==> src/rtl/lns_pkg.sv <==
// lns_pkg: shared types, codes and constants for the lcd nibble sequencer
// no dependencies; every other file but lns_if uses it by scoped names
`timescale 1ns / 1ps

package lns_pkg;

	localparam int MAX_RESULTS = 6;
	localparam int RES_IDX_W   = 3;
	localparam int QUEUE_DEPTH = 2;

	localparam logic [2:0] CMD_WRITE_CMD  = 3'd0;
	localparam logic [2:0] CMD_WRITE_DATA = 3'd1;
	localparam logic [2:0] CMD_INIT       = 3'd2;
	localparam logic [2:0] CMD_DRAW       = 3'd3;
	localparam logic [2:0] CMD_REPLY      = 3'd4;

	localparam logic [1:0] KIND_WRITE  = 2'd0;
	localparam logic [1:0] KIND_READ   = 2'd1;
	localparam logic [1:0] KIND_REJECT = 2'd2;

	localparam logic [7:0] PIN_RS  = 8'h01;
	localparam logic [7:0] PIN_RW  = 8'h02;
	localparam logic [7:0] PIN_E   = 8'h04;
	localparam logic [7:0] PIN_DAT = 8'hF0;
	localparam logic [7:0] PIN_BUS_4BIT = 8'h20;
	localparam logic [7:0] DDRAM_BASE   = 8'h80;
	localparam logic [7:0] ROW_ODD_OFS  = 8'h40;
	localparam logic [7:0] ROW_HIGH_OFS = 8'h14;
	localparam logic [2:0] INIT_LAST_STEP = 3'd6;

	localparam logic [0:0] REG_EXP_ADDR   = 1'b0;
	localparam logic [2:0] ADDR_EXP_ADDR  = 3'd0;
	localparam logic [6:0] EXP_ADDR_RESET = 7'd39;

	typedef enum logic [1:0] {
		PH_IDLE,
		PH_BUSY_FIRST,
		PH_POLL,
		PH_FETCH
	} phase_t;

	// one request's worth of expander transactions
	typedef struct packed {
		logic [RES_IDX_W-1:0]               count;
		logic [MAX_RESULTS-1:0][1:0]        kind;
		logic [MAX_RESULTS-1:0][7:0]        data;
	} job_t;

	// lcd commands sent after the switch to 4-bit mode
	function automatic logic [7:0] init_cmd(input logic [2:0] step);
		logic [7:0] v;
		unique case (step)
			3'd1: v = 8'h28;
			3'd2: v = 8'h08;
			3'd3: v = 8'h06;
			3'd4: v = 8'h01;
			3'd5: v = 8'h0C;
			3'd6: v = 8'h80;
			default: v = 8'h00;
		endcase
		return v;
	endfunction

endpackage

==> src/rtl/lns_if.sv <==
// lns_req_if and lns_res_if: valid/ready channels for requests and expander transactions
// depends on nothing but the port widths of the block
`timescale 1ns / 1ps

interface lns_req_if;
	logic       valid;
	logic       ready;
	logic [2:0] cmd;
	logic [7:0] byte_value;
	logic [5:0] column;
	logic [1:0] row;
	logic [7:0] reply_byte;

	modport source (output valid, cmd, byte_value, column, row, reply_byte, input ready);
	modport sink (input valid, cmd, byte_value, column, row, reply_byte, output ready);
endinterface

interface lns_res_if;
	logic       valid;
	logic       ready;
	logic [1:0] kind;
	logic [7:0] bus_address_byte;
	logic [7:0] bus_byte;
	logic       last;

	modport source (output valid, kind, bus_address_byte, bus_byte, last, input ready);
	modport sink (input valid, kind, bus_address_byte, bus_byte, last, output ready);
endinterface

==> src/rtl/lcd_nibble_sequencer_over_expander.sv <==
// lcd_nibble_sequencer_over_expander: top level, apb register, front, queue and back end
// uses lns_pkg, lns_if, lns_front, lns_queue, lns_back
//
// channel  dir  handshake        payload
// req      in   valid/ready      cmd, byte_value, column, row, reply_byte
// res      out  valid/ready      kind, bus_address_byte, bus_byte, last
// apb      in   psel/penable     paddr, pwdata, prdata (expander_address at 0)
//
// a request yields one to six expander transactions, one per cycle from the back end
// while res does not stall, so requests go no faster than their transactions drain
// the front takes a request in the cycle it arrives while the job queue has room
// res stalls hold the output register and fill the queue before req.ready falls
// reset clears the sequence state, the queue and the output; expander_address is 39
`timescale 1ns / 1ps

module lcd_nibble_sequencer_over_expander #(
	parameter int QueueDepth = lns_pkg::QUEUE_DEPTH
) (
	input  logic        clk,
	input  logic        arst_n,
	input  logic        psel,
	input  logic        penable,
	input  logic        pwrite,
	input  logic [2:0]  paddr,
	input  logic [31:0] pwdata,
	output logic [31:0] prdata,
	output logic        pready,
	lns_req_if.sink     req,
	lns_res_if.source   res
);

	logic [6:0]    expander_address_q;
	logic          push;
	logic          full;
	logic          pop;
	logic          not_empty;
	lns_pkg::job_t push_job;
	lns_pkg::job_t head;

	assign pready = 1'b1;
	assign prdata = (paddr == lns_pkg::ADDR_EXP_ADDR) ? {25'd0, expander_address_q} : 32'd0;

	always_ff @(posedge clk or negedge arst_n) begin
		if (!arst_n) begin
			expander_address_q <= lns_pkg::EXP_ADDR_RESET;
		end else if (psel && penable && pwrite && pready
			&& paddr == lns_pkg::ADDR_EXP_ADDR) begin
			expander_address_q <= pwdata[6:0];
		end
	end

	lns_front u_front (
		.clk        (clk),
		.arst_n     (arst_n),
		.req        (req),
		.queue_full (full),
		.push       (push),
		.job        (push_job)
	);

	lns_queue #(
		.DEPTH (QueueDepth)
	) u_queue (
		.clk       (clk),
		.arst_n    (arst_n),
		.push      (push),
		.push_job  (push_job),
		.full      (full),
		.pop       (pop),
		.not_empty (not_empty),
		.head      (head)
	);

	lns_back u_back (
		.clk              (clk),
		.arst_n           (arst_n),
		.expander_address (expander_address_q),
		.job_valid        (not_empty),
		.job_head         (head),
		.pop              (pop),
		.res              (res)
	);

endmodule

==> src/rtl/lns_front.sv <==
// lns_front: accepts requests and replies, tracks the lcd sequence state and
// turns each transaction into a job of expander transactions; uses lns_pkg
`timescale 1ns / 1ps

module lns_front (
	input  logic            clk,
	input  logic            arst_n,
	lns_req_if.sink         req,
	input  logic            queue_full,
	output logic            push,
	output lns_pkg::job_t   job
);

	lns_pkg::phase_t phase_q, phase_nx;
	logic [7:0] pin_shadow_q, pin_shadow_nx;
	logic [7:0] pending_byte_q, pending_byte_nx;
	logic       pending_select_q, pending_select_nx;
	logic [7:0] queued_char_q, queued_char_nx;
	logic       char_queued_q, char_queued_nx;
	logic [2:0] init_step_q, init_step_nx;
	logic       init_active_q, init_active_nx;

	assign req.ready = !queue_full;
	assign push = req.valid && !queue_full;

	always_comb begin
		logic       idle;
		logic       bad;
		logic       adv_start;
		logic [7:0] r;
		logic [7:0] t;
		logic [7:0] t2;
		logic [7:0] draw_addr;
		idle = (phase_q == lns_pkg::PH_IDLE);
		r = req.reply_byte;
		bad = (req.cmd > lns_pkg::CMD_REPLY)
			|| (req.cmd < lns_pkg::CMD_REPLY && !idle)
			|| (req.cmd == lns_pkg::CMD_REPLY && idle);
		adv_start = 1'b0;
		t = '0;
		t2 = '0;
		draw_addr = lns_pkg::DDRAM_BASE
			+ (req.row[0] ? lns_pkg::ROW_ODD_OFS : 8'h00)
			+ (req.row[1] ? lns_pkg::ROW_HIGH_OFS : 8'h00)
			+ {2'b00, req.column};

		phase_nx = phase_q;
		pin_shadow_nx = pin_shadow_q;
		pending_byte_nx = pending_byte_q;
		pending_select_nx = pending_select_q;
		queued_char_nx = queued_char_q;
		char_queued_nx = char_queued_q;
		init_step_nx = init_step_q;
		init_active_nx = init_active_q;
		job = '0;

		if (bad) begin
			job.count = 3'd1;
			job.kind[0] = lns_pkg::KIND_REJECT;
		end else if (req.cmd == lns_pkg::CMD_REPLY) begin
			unique case (phase_q)
				lns_pkg::PH_BUSY_FIRST: begin
					t = (r & ~(lns_pkg::PIN_E | lns_pkg::PIN_RS)) | lns_pkg::PIN_RW
						| lns_pkg::PIN_DAT;
					job.count = 3'd3;
					job.kind[0] = lns_pkg::KIND_WRITE;
					job.data[0] = t;
					job.kind[1] = lns_pkg::KIND_WRITE;
					job.data[1] = t | lns_pkg::PIN_E;
					job.kind[2] = lns_pkg::KIND_READ;
					pin_shadow_nx = t | lns_pkg::PIN_E;
					phase_nx = lns_pkg::PH_POLL;
				end
				lns_pkg::PH_POLL: begin
					t = pin_shadow_q;
					job.kind[0] = lns_pkg::KIND_WRITE;
					job.data[0] = t & ~lns_pkg::PIN_E;
					if (r[7]) begin
						job.count = 3'd3;
						job.kind[1] = lns_pkg::KIND_WRITE;
						job.data[1] = t | lns_pkg::PIN_E;
						job.kind[2] = lns_pkg::KIND_READ;
						pin_shadow_nx = t | lns_pkg::PIN_E;
					end else begin
						job.count = 3'd2;
						job.kind[1] = lns_pkg::KIND_READ;
						pin_shadow_nx = t & ~lns_pkg::PIN_E;
						phase_nx = lns_pkg::PH_FETCH;
					end
				end
				lns_pkg::PH_FETCH: begin
					// advance to the next transfer, if any
					if (init_active_q) begin
						if (init_step_q < lns_pkg::INIT_LAST_STEP) begin
							init_step_nx = init_step_q + 3'd1;
							pending_byte_nx = lns_pkg::init_cmd(init_step_q + 3'd1);
							pending_select_nx = 1'b0;
							adv_start = 1'b1;
						end else begin
							init_active_nx = 1'b0;
							init_step_nx = '0;
						end
					end else if (char_queued_q) begin
						char_queued_nx = 1'b0;
						pending_byte_nx = queued_char_q;
						pending_select_nx = 1'b1;
						adv_start = 1'b1;
					end
					phase_nx = adv_start ? lns_pkg::PH_BUSY_FIRST : lns_pkg::PH_IDLE;

					if (init_active_q && init_step_q == 3'd0) begin
						t = (r & ~(lns_pkg::PIN_RS | lns_pkg::PIN_RW | lns_pkg::PIN_E
							| lns_pkg::PIN_DAT)) | lns_pkg::PIN_BUS_4BIT;
						job.count = adv_start ? 3'd4 : 3'd3;
						job.kind[0] = lns_pkg::KIND_WRITE;
						job.data[0] = t;
						job.kind[1] = lns_pkg::KIND_WRITE;
						job.data[1] = t | lns_pkg::PIN_E;
						job.kind[2] = lns_pkg::KIND_WRITE;
						job.data[2] = t;
						job.kind[3] = lns_pkg::KIND_READ;
						pin_shadow_nx = t;
					end else begin
						t = (r & ~(lns_pkg::PIN_RS | lns_pkg::PIN_RW | lns_pkg::PIN_E
							| lns_pkg::PIN_DAT))
							| (pending_select_q ? lns_pkg::PIN_RS : 8'h00)
							| (pending_byte_q & lns_pkg::PIN_DAT);
						t2 = (t & ~(lns_pkg::PIN_E | lns_pkg::PIN_DAT))
							| {pending_byte_q[3:0], 4'h0};
						job.count = adv_start ? 3'd6 : 3'd5;
						job.kind[0] = lns_pkg::KIND_WRITE;
						job.data[0] = t;
						job.kind[1] = lns_pkg::KIND_WRITE;
						job.data[1] = t | lns_pkg::PIN_E;
						job.kind[2] = lns_pkg::KIND_WRITE;
						job.data[2] = t2;
						job.kind[3] = lns_pkg::KIND_WRITE;
						job.data[3] = t2 | lns_pkg::PIN_E;
						job.kind[4] = lns_pkg::KIND_WRITE;
						job.data[4] = t2;
						job.kind[5] = lns_pkg::KIND_READ;
						pin_shadow_nx = t2;
					end
				end
				default: begin
					job.count = 3'd1;
					job.kind[0] = lns_pkg::KIND_REJECT;
				end
			endcase
		end else begin
			// new transfer: first a busy-flag read
			job.count = 3'd1;
			job.kind[0] = lns_pkg::KIND_READ;
			phase_nx = lns_pkg::PH_BUSY_FIRST;
			unique case (req.cmd)
				lns_pkg::CMD_INIT: begin
					init_active_nx = 1'b1;
					init_step_nx = '0;
					pending_byte_nx = 8'h00;
					pending_select_nx = 1'b0;
				end
				lns_pkg::CMD_DRAW: begin
					queued_char_nx = req.byte_value;
					char_queued_nx = 1'b1;
					pending_byte_nx = draw_addr;
					pending_select_nx = 1'b0;
				end
				default: begin
					pending_byte_nx = req.byte_value;
					pending_select_nx = req.cmd[0];
				end
			endcase
		end
	end

	always_ff @(posedge clk or negedge arst_n) begin
		if (!arst_n) begin
			phase_q <= lns_pkg::PH_IDLE;
			pin_shadow_q <= '0;
			pending_byte_q <= '0;
			pending_select_q <= 1'b0;
			queued_char_q <= '0;
			char_queued_q <= 1'b0;
			init_step_q <= '0;
			init_active_q <= 1'b0;
		end else if (push) begin
			phase_q <= phase_nx;
			pin_shadow_q <= pin_shadow_nx;
			pending_byte_q <= pending_byte_nx;
			pending_select_q <= pending_select_nx;
			queued_char_q <= queued_char_nx;
			char_queued_q <= char_queued_nx;
			init_step_q <= init_step_nx;
			init_active_q <= init_active_nx;
		end
	end

endmodule

==> src/rtl/lns_queue.sv <==
// lns_queue: short job queue between the front and the back end
// uses lns_pkg for the job type
`timescale 1ns / 1ps

module lns_queue #(
	parameter int DEPTH = lns_pkg::QUEUE_DEPTH
) (
	input  logic          clk,
	input  logic          arst_n,
	input  logic          push,
	input  lns_pkg::job_t push_job,
	output logic          full,
	input  logic          pop,
	output logic          not_empty,
	output lns_pkg::job_t head
);

	localparam int PtrW = (DEPTH > 1) ? $clog2(DEPTH) : 1;
	localparam int CntW = $clog2(DEPTH + 1);

	lns_pkg::job_t         mem_q [DEPTH];
	logic [PtrW-1:0]       wr_ptr_q;
	logic [PtrW-1:0]       rd_ptr_q;
	logic [CntW-1:0]       count_q;

	assign full = (count_q == CntW'(DEPTH));
	assign not_empty = (count_q != '0);
	assign head = mem_q[rd_ptr_q];

	function automatic logic [PtrW-1:0] bump(input logic [PtrW-1:0] p);
		return (p == PtrW'(DEPTH - 1)) ? '0 : p + PtrW'(1);
	endfunction

	always_ff @(posedge clk or negedge arst_n) begin
		if (!arst_n) begin
			wr_ptr_q <= '0;
			rd_ptr_q <= '0;
			count_q <= '0;
		end else begin
			if (push) wr_ptr_q <= bump(wr_ptr_q);
			if (pop) rd_ptr_q <= bump(rd_ptr_q);
			if (push && !pop) count_q <= count_q + CntW'(1);
			else if (pop && !push) count_q <= count_q - CntW'(1);
		end
	end

	always_ff @(posedge clk) begin
		if (push) mem_q[wr_ptr_q] <= push_job;
	end

endmodule

==> src/rtl/lns_back.sv <==
// lns_back: plays out queued jobs one expander transaction per cycle while res does not stall,
// into an output register; uses lns_pkg and lns_res_if
`timescale 1ns / 1ps

module lns_back (
	input  logic          clk,
	input  logic          arst_n,
	input  logic [6:0]    expander_address,
	input  logic          job_valid,
	input  lns_pkg::job_t job_head,
	output logic          pop,
	lns_res_if.source     res
);

	lns_pkg::job_t                   cur_q;
	logic                            cur_valid_q;
	logic [lns_pkg::RES_IDX_W-1:0]   idx_q;
	logic                            out_valid_q;
	logic [1:0]                      kind_q;
	logic [7:0]                      addr_q;
	logic [7:0]                      data_q;
	logic                            last_q;

	logic                            out_free;
	logic                            step;
	logic                            cur_last;
	logic [1:0]                      cur_kind;

	assign out_free = !out_valid_q || res.ready;
	assign step = cur_valid_q && out_free;
	assign cur_last = (idx_q == cur_q.count - lns_pkg::RES_IDX_W'(1));
	assign pop = job_valid && (!cur_valid_q || (step && cur_last));
	assign cur_kind = cur_q.kind[idx_q];

	always_ff @(posedge clk or negedge arst_n) begin
		if (!arst_n) begin
			cur_valid_q <= 1'b0;
			idx_q <= '0;
			out_valid_q <= 1'b0;
		end else begin
			if (pop) begin
				cur_valid_q <= 1'b1;
				idx_q <= '0;
			end else if (step && cur_last) begin
				cur_valid_q <= 1'b0;
			end else if (step) begin
				idx_q <= idx_q + lns_pkg::RES_IDX_W'(1);
			end
			if (step) out_valid_q <= 1'b1;
			else if (res.ready) out_valid_q <= 1'b0;
		end
	end

	always_ff @(posedge clk) begin
		if (pop) cur_q <= job_head;
		if (step) begin
			kind_q <= cur_kind;
			data_q <= cur_q.data[idx_q];
			last_q <= cur_last;
			priority if (cur_kind == lns_pkg::KIND_READ) addr_q <= {expander_address, 1'b1};
			else if (cur_kind == lns_pkg::KIND_WRITE) addr_q <= {expander_address, 1'b0};
			else addr_q <= 8'h00;
		end
	end

	assign res.valid = out_valid_q;
	assign res.kind = kind_q;
	assign res.bus_address_byte = addr_q;
	assign res.bus_byte = data_q;
	assign res.last = last_q;

endmodule

==> src/flat_wrapper.sv <==
// flat-port wrapper written by rule: the top's interface ports become plain ports
module lcd_nibble_sequencer_over_expander_flat 
#(
	parameter int QueueDepth = lns_pkg::QUEUE_DEPTH
)
  (clk, arst_n, psel, penable, pwrite, paddr, pwdata, prdata, pready, req_valid, req_cmd, req_byte_value, req_column, req_row, req_reply_byte, req_ready, res_valid, res_kind, res_bus_address_byte, res_bus_byte, res_last, res_ready);
  lns_req_if req_i ();
  lns_res_if res_i ();
  input  logic clk;
  input  logic arst_n;
  input  logic psel;
  input  logic penable;
  input  logic pwrite;
  input  logic [2:0] paddr;
  input  logic [31:0] pwdata;
  output logic [31:0] prdata;
  output logic pready;
  input wire logic [$bits(req_i.valid)-1:0] req_valid;
  input wire logic [$bits(req_i.cmd)-1:0] req_cmd;
  input wire logic [$bits(req_i.byte_value)-1:0] req_byte_value;
  input wire logic [$bits(req_i.column)-1:0] req_column;
  input wire logic [$bits(req_i.row)-1:0] req_row;
  input wire logic [$bits(req_i.reply_byte)-1:0] req_reply_byte;
  output wire logic [$bits(req_i.ready)-1:0] req_ready;
  output wire logic [$bits(res_i.valid)-1:0] res_valid;
  output wire logic [$bits(res_i.kind)-1:0] res_kind;
  output wire logic [$bits(res_i.bus_address_byte)-1:0] res_bus_address_byte;
  output wire logic [$bits(res_i.bus_byte)-1:0] res_bus_byte;
  output wire logic [$bits(res_i.last)-1:0] res_last;
  input wire logic [$bits(res_i.ready)-1:0] res_ready;
  assign req_i.valid = req_valid;
  assign req_i.cmd = req_cmd;
  assign req_i.byte_value = req_byte_value;
  assign req_i.column = req_column;
  assign req_i.row = req_row;
  assign req_i.reply_byte = req_reply_byte;
  assign req_ready = req_i.ready;
  assign res_valid = res_i.valid;
  assign res_kind = res_i.kind;
  assign res_bus_address_byte = res_i.bus_address_byte;
  assign res_bus_byte = res_i.bus_byte;
  assign res_last = res_i.last;
  assign res_i.ready = res_ready;
  lcd_nibble_sequencer_over_expander #(.QueueDepth(QueueDepth)) u_core (.clk(clk), .arst_n(arst_n), .psel(psel), .penable(penable), .pwrite(pwrite), .paddr(paddr), .pwdata(pwdata), .prdata(prdata), .pready(pready), .req(req_i), .res(res_i));
endmodule
==> config.mk <==
export PLATFORM = sky130hd
export DESIGN_NAME = lcd_nibble_sequencer_over_expander_flat
export DESIGN_NICKNAME = d
export VERILOG_FILES = /design/src/rtl/lns_pkg.sv /design/src/rtl/lns_if.sv /design/src/rtl/lcd_nibble_sequencer_over_expander.sv /design/src/rtl/lns_front.sv /design/src/rtl/lns_queue.sv /design/src/rtl/lns_back.sv /design/src/flat_wrapper.sv
export SDC_FILE = /design/constraint.sdc
export NUM_CORES = 1
export LEC_CHECK = 0
export BUFFER_PORTS_ARGS = -buffer_cell sky130_fd_sc_hd__buf_2
export CAP_MARGIN = 20
export CORE_UTILIZATION = 51
export CTS_CLUSTER_DIAMETER = 50
export DETAILED_ROUTE_END_ITERATION = 6
export PLACE_DENSITY = 0.76
export SLEW_MARGIN = 15
export SYNTH_ARGS = -nofsm -noshare
export SYNTH_HDL_FRONTEND = slang
export SYNTH_SLANG_ARGS = --single-unit
==> constraint.sdc <==
create_clock -name clk -period 2.6 [get_ports clk]
set_clock_uncertainty 0.2 [all_clocks]
set_input_delay 0 -clock clk [delete_from_list [all_inputs] [get_ports clk]]
set_output_delay 0 -clock clk [all_outputs]
set_load 0.03 [all_outputs]
==> flow_results.xml <==
<?xml version="1.0" encoding="UTF-8"?>
<metrics>
  <group name="layout">
    <metric name="final.fill_count" unit="">1089</metric>
    <metric name="syn2layout_area_growth" unit="%">19.3</metric>
    <metric name="finish.instance_area" unit="sq um">8980</metric>
    <metric name="mostFrequentLayoutCell" unit="">edfxtp_1</metric>
    <metric name="multi_input_comb_area" unit="sq um">2580</metric>
    <metric name="area.sequential" unit="sq um">4630</metric>
    <metric name="fraction_of_layout_instances_using_a_drive_strength_above_1" unit="%">24.8</metric>
    <metric name="antenna-diode-count" unit="">0</metric>
    <metric name="mostFrequentLayoutCells" unit="">115 x edfxtp_1, 64 x buf_2, 51 x nand2_1, 48 x mux2_2, 43 x dfrtp_1</metric>
    <metric name="layout.nets" unit="">795</metric>
  </group>
  <group name="critical_path">
    <metric name="setup.worst_path.class" unit="">flip-flop to flip-flop</metric>
    <metric name="critPathSlowestCell" unit="">dfrtp_1</metric>
    <metric name="timing.critical_path.from_type" unit="">flip-flop</metric>
    <metric name="crit_required" unit="ns">2.73</metric>
    <metric name="worst_path_largest_cell_delay" unit="ns">0.58</metric>
    <metric name="critical_path.max_fanout" unit="">12</metric>
    <metric name="crit_top_cell" unit="">nand3_1</metric>
    <metric name="critical_path.endpoint_type" unit="">flip-flop</metric>
    <metric name="timing.critical_path.cells" unit="">inv_1, ha_1, nand2_1, nand3_1, nor4_4, buf_4, nand3_1, o21ai_0</metric>
    <metric name="timing.critical_path.arrival" unit="ns">2.49</metric>
  </group>
  <group name="route">
    <metric name="postRouteAntennaNets" unit="">0</metric>
    <metric name="wirelength" unit="mm">14.3</metric>
    <metric name="route.vias.total" unit="">4876</metric>
    <metric name="routed_wire_length_per_instance" unit="um">15.8</metric>
    <metric name="met2WireLength" unit="mm">7.33</metric>
    <metric name="route.top_layer_used" unit="">met4</metric>
    <metric name="drc" unit="">0</metric>
    <metric name="met1_length" unit="mm">5.89</metric>
    <metric name="drt_first_pass_iters" unit="">5</metric>
    <metric name="detailedRoute.firstIterationViolations" unit="">450</metric>
    <metric name="vias_per_cell" unit="">5.38</metric>
    <metric name="detailroute.wirelength.met3" unit="um">609</metric>
  </group>
  <group name="timing">
    <metric name="fmaxAchievable" unit="MHz">424</metric>
    <metric name="finalSetupViolations" unit="">0</metric>
    <metric name="finalHoldWorstSlack" unit="ns">0.0247</metric>
    <metric name="timing_worst_slew_pin_value" unit="ns">0.662</metric>
    <metric name="slew_headroom" unit="%">55.5</metric>
    <metric name="setup_repair_after_global_routing_missed_its_margin" unit="">false</metric>
    <metric name="timing.setup.tns" unit="ns">0</metric>
    <metric name="slew_violations" unit="">0</metric>
    <metric name="hold_viol_final" unit="">0</metric>
    <metric name="finalWorstPathRequiredPeriod" unit="ns">2.36</metric>
    <metric name="final.period_utilization" unit="%">90.7</metric>
  </group>
  <group name="cts">
    <metric name="cts_tree" unit="">built</metric>
    <metric name="clk_pin_slew_worst_paths" unit="ns">0.06</metric>
    <metric name="clkSinkCount" unit="">162</metric>
    <metric name="cts_buffers" unit="">17</metric>
    <metric name="ctsLongestPathBuffers" unit="">2</metric>
    <metric name="ctsHtreeMaxLevel" unit="">4</metric>
    <metric name="worst_skew_pair.late_latency" unit="ns">0.42</metric>
    <metric name="post_cts_buffers" unit="">0</metric>
    <metric name="ctsRootBufferMaster" unit="">clkbuf_16</metric>
  </group>
  <group name="logic_synthesis">
    <metric name="syn_area" unit="sq um">7530</metric>
    <metric name="synth_seq_cells" unit="">162</metric>
    <metric name="syn-mean-instance-area" unit="sq um">12.7</metric>
    <metric name="syn-instance-count" unit="">592</metric>
    <metric name="synth.yosys.seq_area_share" unit="%">61.5</metric>
    <metric name="synth.lib_cells_used.distinct" unit="">59</metric>
    <metric name="asyncSetResetFlopFracSynth" unit="%">29.0</metric>
    <metric name="number_of_enable_flip_flop_cells_after_synthesis" unit="">115</metric>
    <metric name="ys.warnings.count" unit="">0</metric>
    <metric name="ys_dominant_reg_cell" unit="">edfxtp_1</metric>
  </group>
  <group name="worst_hold_path">
    <metric name="worstHoldPathType" unit="">input pin to flip-flop</metric>
  </group>
  <group name="pwr">
    <metric name="power.ir.vdd_worst" unit="uV">532</metric>
    <metric name="power_density" unit="nW/um^2">1060</metric>
    <metric name="power_leakage" unit="nW">3.57</metric>
    <metric name="totalPowerFinal" unit="mW">9.56</metric>
  </group>
  <group name="floorplanning">
    <metric name="ios" unit="">123</metric>
    <metric name="initial_util" unit="%">52.0</metric>
    <metric name="die_y" unit="um">124</metric>
    <metric name="floorplan.core_area" unit="sq um">14500</metric>
    <metric name="rows" unit="">44</metric>
    <metric name="fp.dieW" unit="um">124</metric>
    <metric name="die_area" unit="sq um">15300</metric>
  </group>
  <group name="global_route">
    <metric name="vias_in_the_first_global_route" unit="">4928</metric>
    <metric name="groute.usage.overall" unit="%">20.5</metric>
    <metric name="grt_start_max_net_pins" unit="">45</metric>
    <metric name="global_route_wire_length_before_repair" unit="mm">23.2</metric>
    <metric name="antenna_found_initial" unit="">0</metric>
    <metric name="gr-total-overflow" unit="">0</metric>
  </group>
  <group name="run">
    <metric name="cap_violations" unit="">0</metric>
  </group>
  <group name="placement">
    <metric name="place_hpwl" unit="mm">9.89</metric>
    <metric name="dpl-instance-area" unit="sq um">8040</metric>
    <metric name="portBuffers" unit="">65</metric>
    <metric name="globalplace.congestion" unit="">0.930</metric>
  </group>
  <group name="outcome">
    <metric name="outcome" unit="">finished, final reports clean</metric>
  </group>
</metrics>
[power by group]
| part | switching (mW) | total, mW | leakage [nW] | internal, mW |
|---|---|---|---|---|
| sequential | 0.418 | 4.20 | 1.64 | 3.78 |
| combinational | 1.84 | 3.08 | 1.68 | 1.23 |
| clock | 0.974 | 2.28 | 0.253 | 1.31 |
[cells by family after synthesis]
group	synth area share, %
flip-flops	61.5
AND/OR/NAND/NOR	10.6
buffers and inverters	5.55
AO/OA/AOI/OAI	8.46
other	0.0997
XOR/XNOR	1.69
multiplexers	9.27
adder cells (fa/ha/maj)	2.82
[worst max-delay path: cells and delay by family, from the launching register on]
family / cells / cell delay (ns)
buffers and inverters: 2 / 0.33
DFF: 1 / 0.58
and+or+nand+nor: 4 / 0.77
AOI/OAI and AO/OA: 1 / 0.11
adders and majority gates: 1 / 0.27
[layer usage]
metal / global-route usage [%] / vias up
met5: 0 / -
met4: 11.4 / 0
met3: 5.21 / 46
met2: 35.6 / 163
met1: 22.8 / 2330
li1: - / 2337
[stage by stage]
| stage | setup slack [ns] | std cells | utilization [%] |
|---|---|---|---|
| after floorplan | 0.0506 | 616 | - |
| after global placement | 0.289 | 835 | 55.5 |
| after detailed placement | 0.163 | 835 | 55.5 |
| after CTS | 0.133 | 905 | 61.9 |
| after global routing | 0.0415 | 906 | 62.0 |
| final | 0.243 | 906 | 62.0 |
[registers in the layout, summed over array words and instances, names as in the netlist]
signal and count:
u_core.u_back.idx_q 3, u_core.u_queue.mem_q 64, u_core.u_front.pending_byte_q 8, u_core.u_queue.count_q 2, u_core.u_queue.wr_ptr_q 1, u_core.u_front.init_active_q 1
u_core.u_front.init_step_q 3, u_core.u_back.res.bus_byte 8, u_core.u_back.res.last 1, u_core.u_front.queued_char_q 8, u_core.u_front.phase_q 2, u_core.u_back.res.kind 2
u_core.expander_address_q 7, u_core.u_back.cur_q 32, u_core.u_back.res.bus_address_byte 8, u_core.u_front.pin_shadow_q 7, u_core.u_back.cur_valid_q 1, u_core.u_back.res.valid 1
u_core.u_queue.rd_ptr_q 1, u_core.u_front.char_queued_q 1, u_core.u_front.pending_select_q 1
[synthesized netlist by cell type, types with 7 or more instances]
library cell,n,share of area (%)
mux2_2,48,7.2
nor2_1,29,1.4
nor3_1,9,0.60
mux2i_1,9,1.2
nor2b_1,17,1.4
a31oi_1,7,0.58
inv_1,22,1.1
and2_1,14,1.2
ha_1,17,2.8
o21ai_0,26,1.7
dfrtp_1,43,14
clkbuf_1,13,0.65
edfxtp_1,115,46
nand3_1,17,1.1
buf_2,7,0.47
nand2_1,51,2.5
xor2_1,7,0.81
a21oi_1,42,2.8
buf_4,28,2.8
[final cells by class]
class,instances,share of cell area (%)
sequential,162,51.6
multi-input combinational,379,28.7
timing repair buffer,127,10.2
clock buffer,18,4.78
tap,184,2.56
clock inverter,14,1.28
inverter,22,0.919
[path summary, 6_finish.rpt]
check | endpoint | cells after the start | startpoint | slack, ns
max in group asynchronous | u_core.expander_address_q[0]$_DFFE_PN1P_ | 4 | arst_n | 1.12
worst max-delay path | u_core.u_front.pin_shadow_q[0]$_DFFE_PN0P_ | 8 | u_core.u_front.phase_q[1]$_DFFE_PN0P_ | 0.24
worst max register to register | u_core.u_front.pin_shadow_q[0]$_DFFE_PN0P_ | 8 | u_core.u_front.phase_q[1]$_DFFE_PN0P_ | 0.24
min in group asynchronous | u_core.u_front.pending_byte_q[0]$_DFFE_PN0P_ | 3 | arst_n | 0.47
worst min-delay path | u_core.expander_address_q[2]$_DFFE_PN1P_ | 3 | penable | 0.02
worst min register to register | u_core.u_front.queued_char_q[0]$_DFFE_PN0P_ | 2 | u_core.u_front.queued_char_q[0]$_DFFE_PN0P_ | 0.29
[repair_timing]
| item | 4_1_cts | 5_1_grt |
|---|---|---|
| setup endpoints to repair | 0 | 1 |
| hold buffers | 38 | 1 |
| gates resized for setup | 0 | 2 |
| endpoints found under the hold margin | 96 | 41 |
No activity file was read; power rests on OpenSTA's default activity.
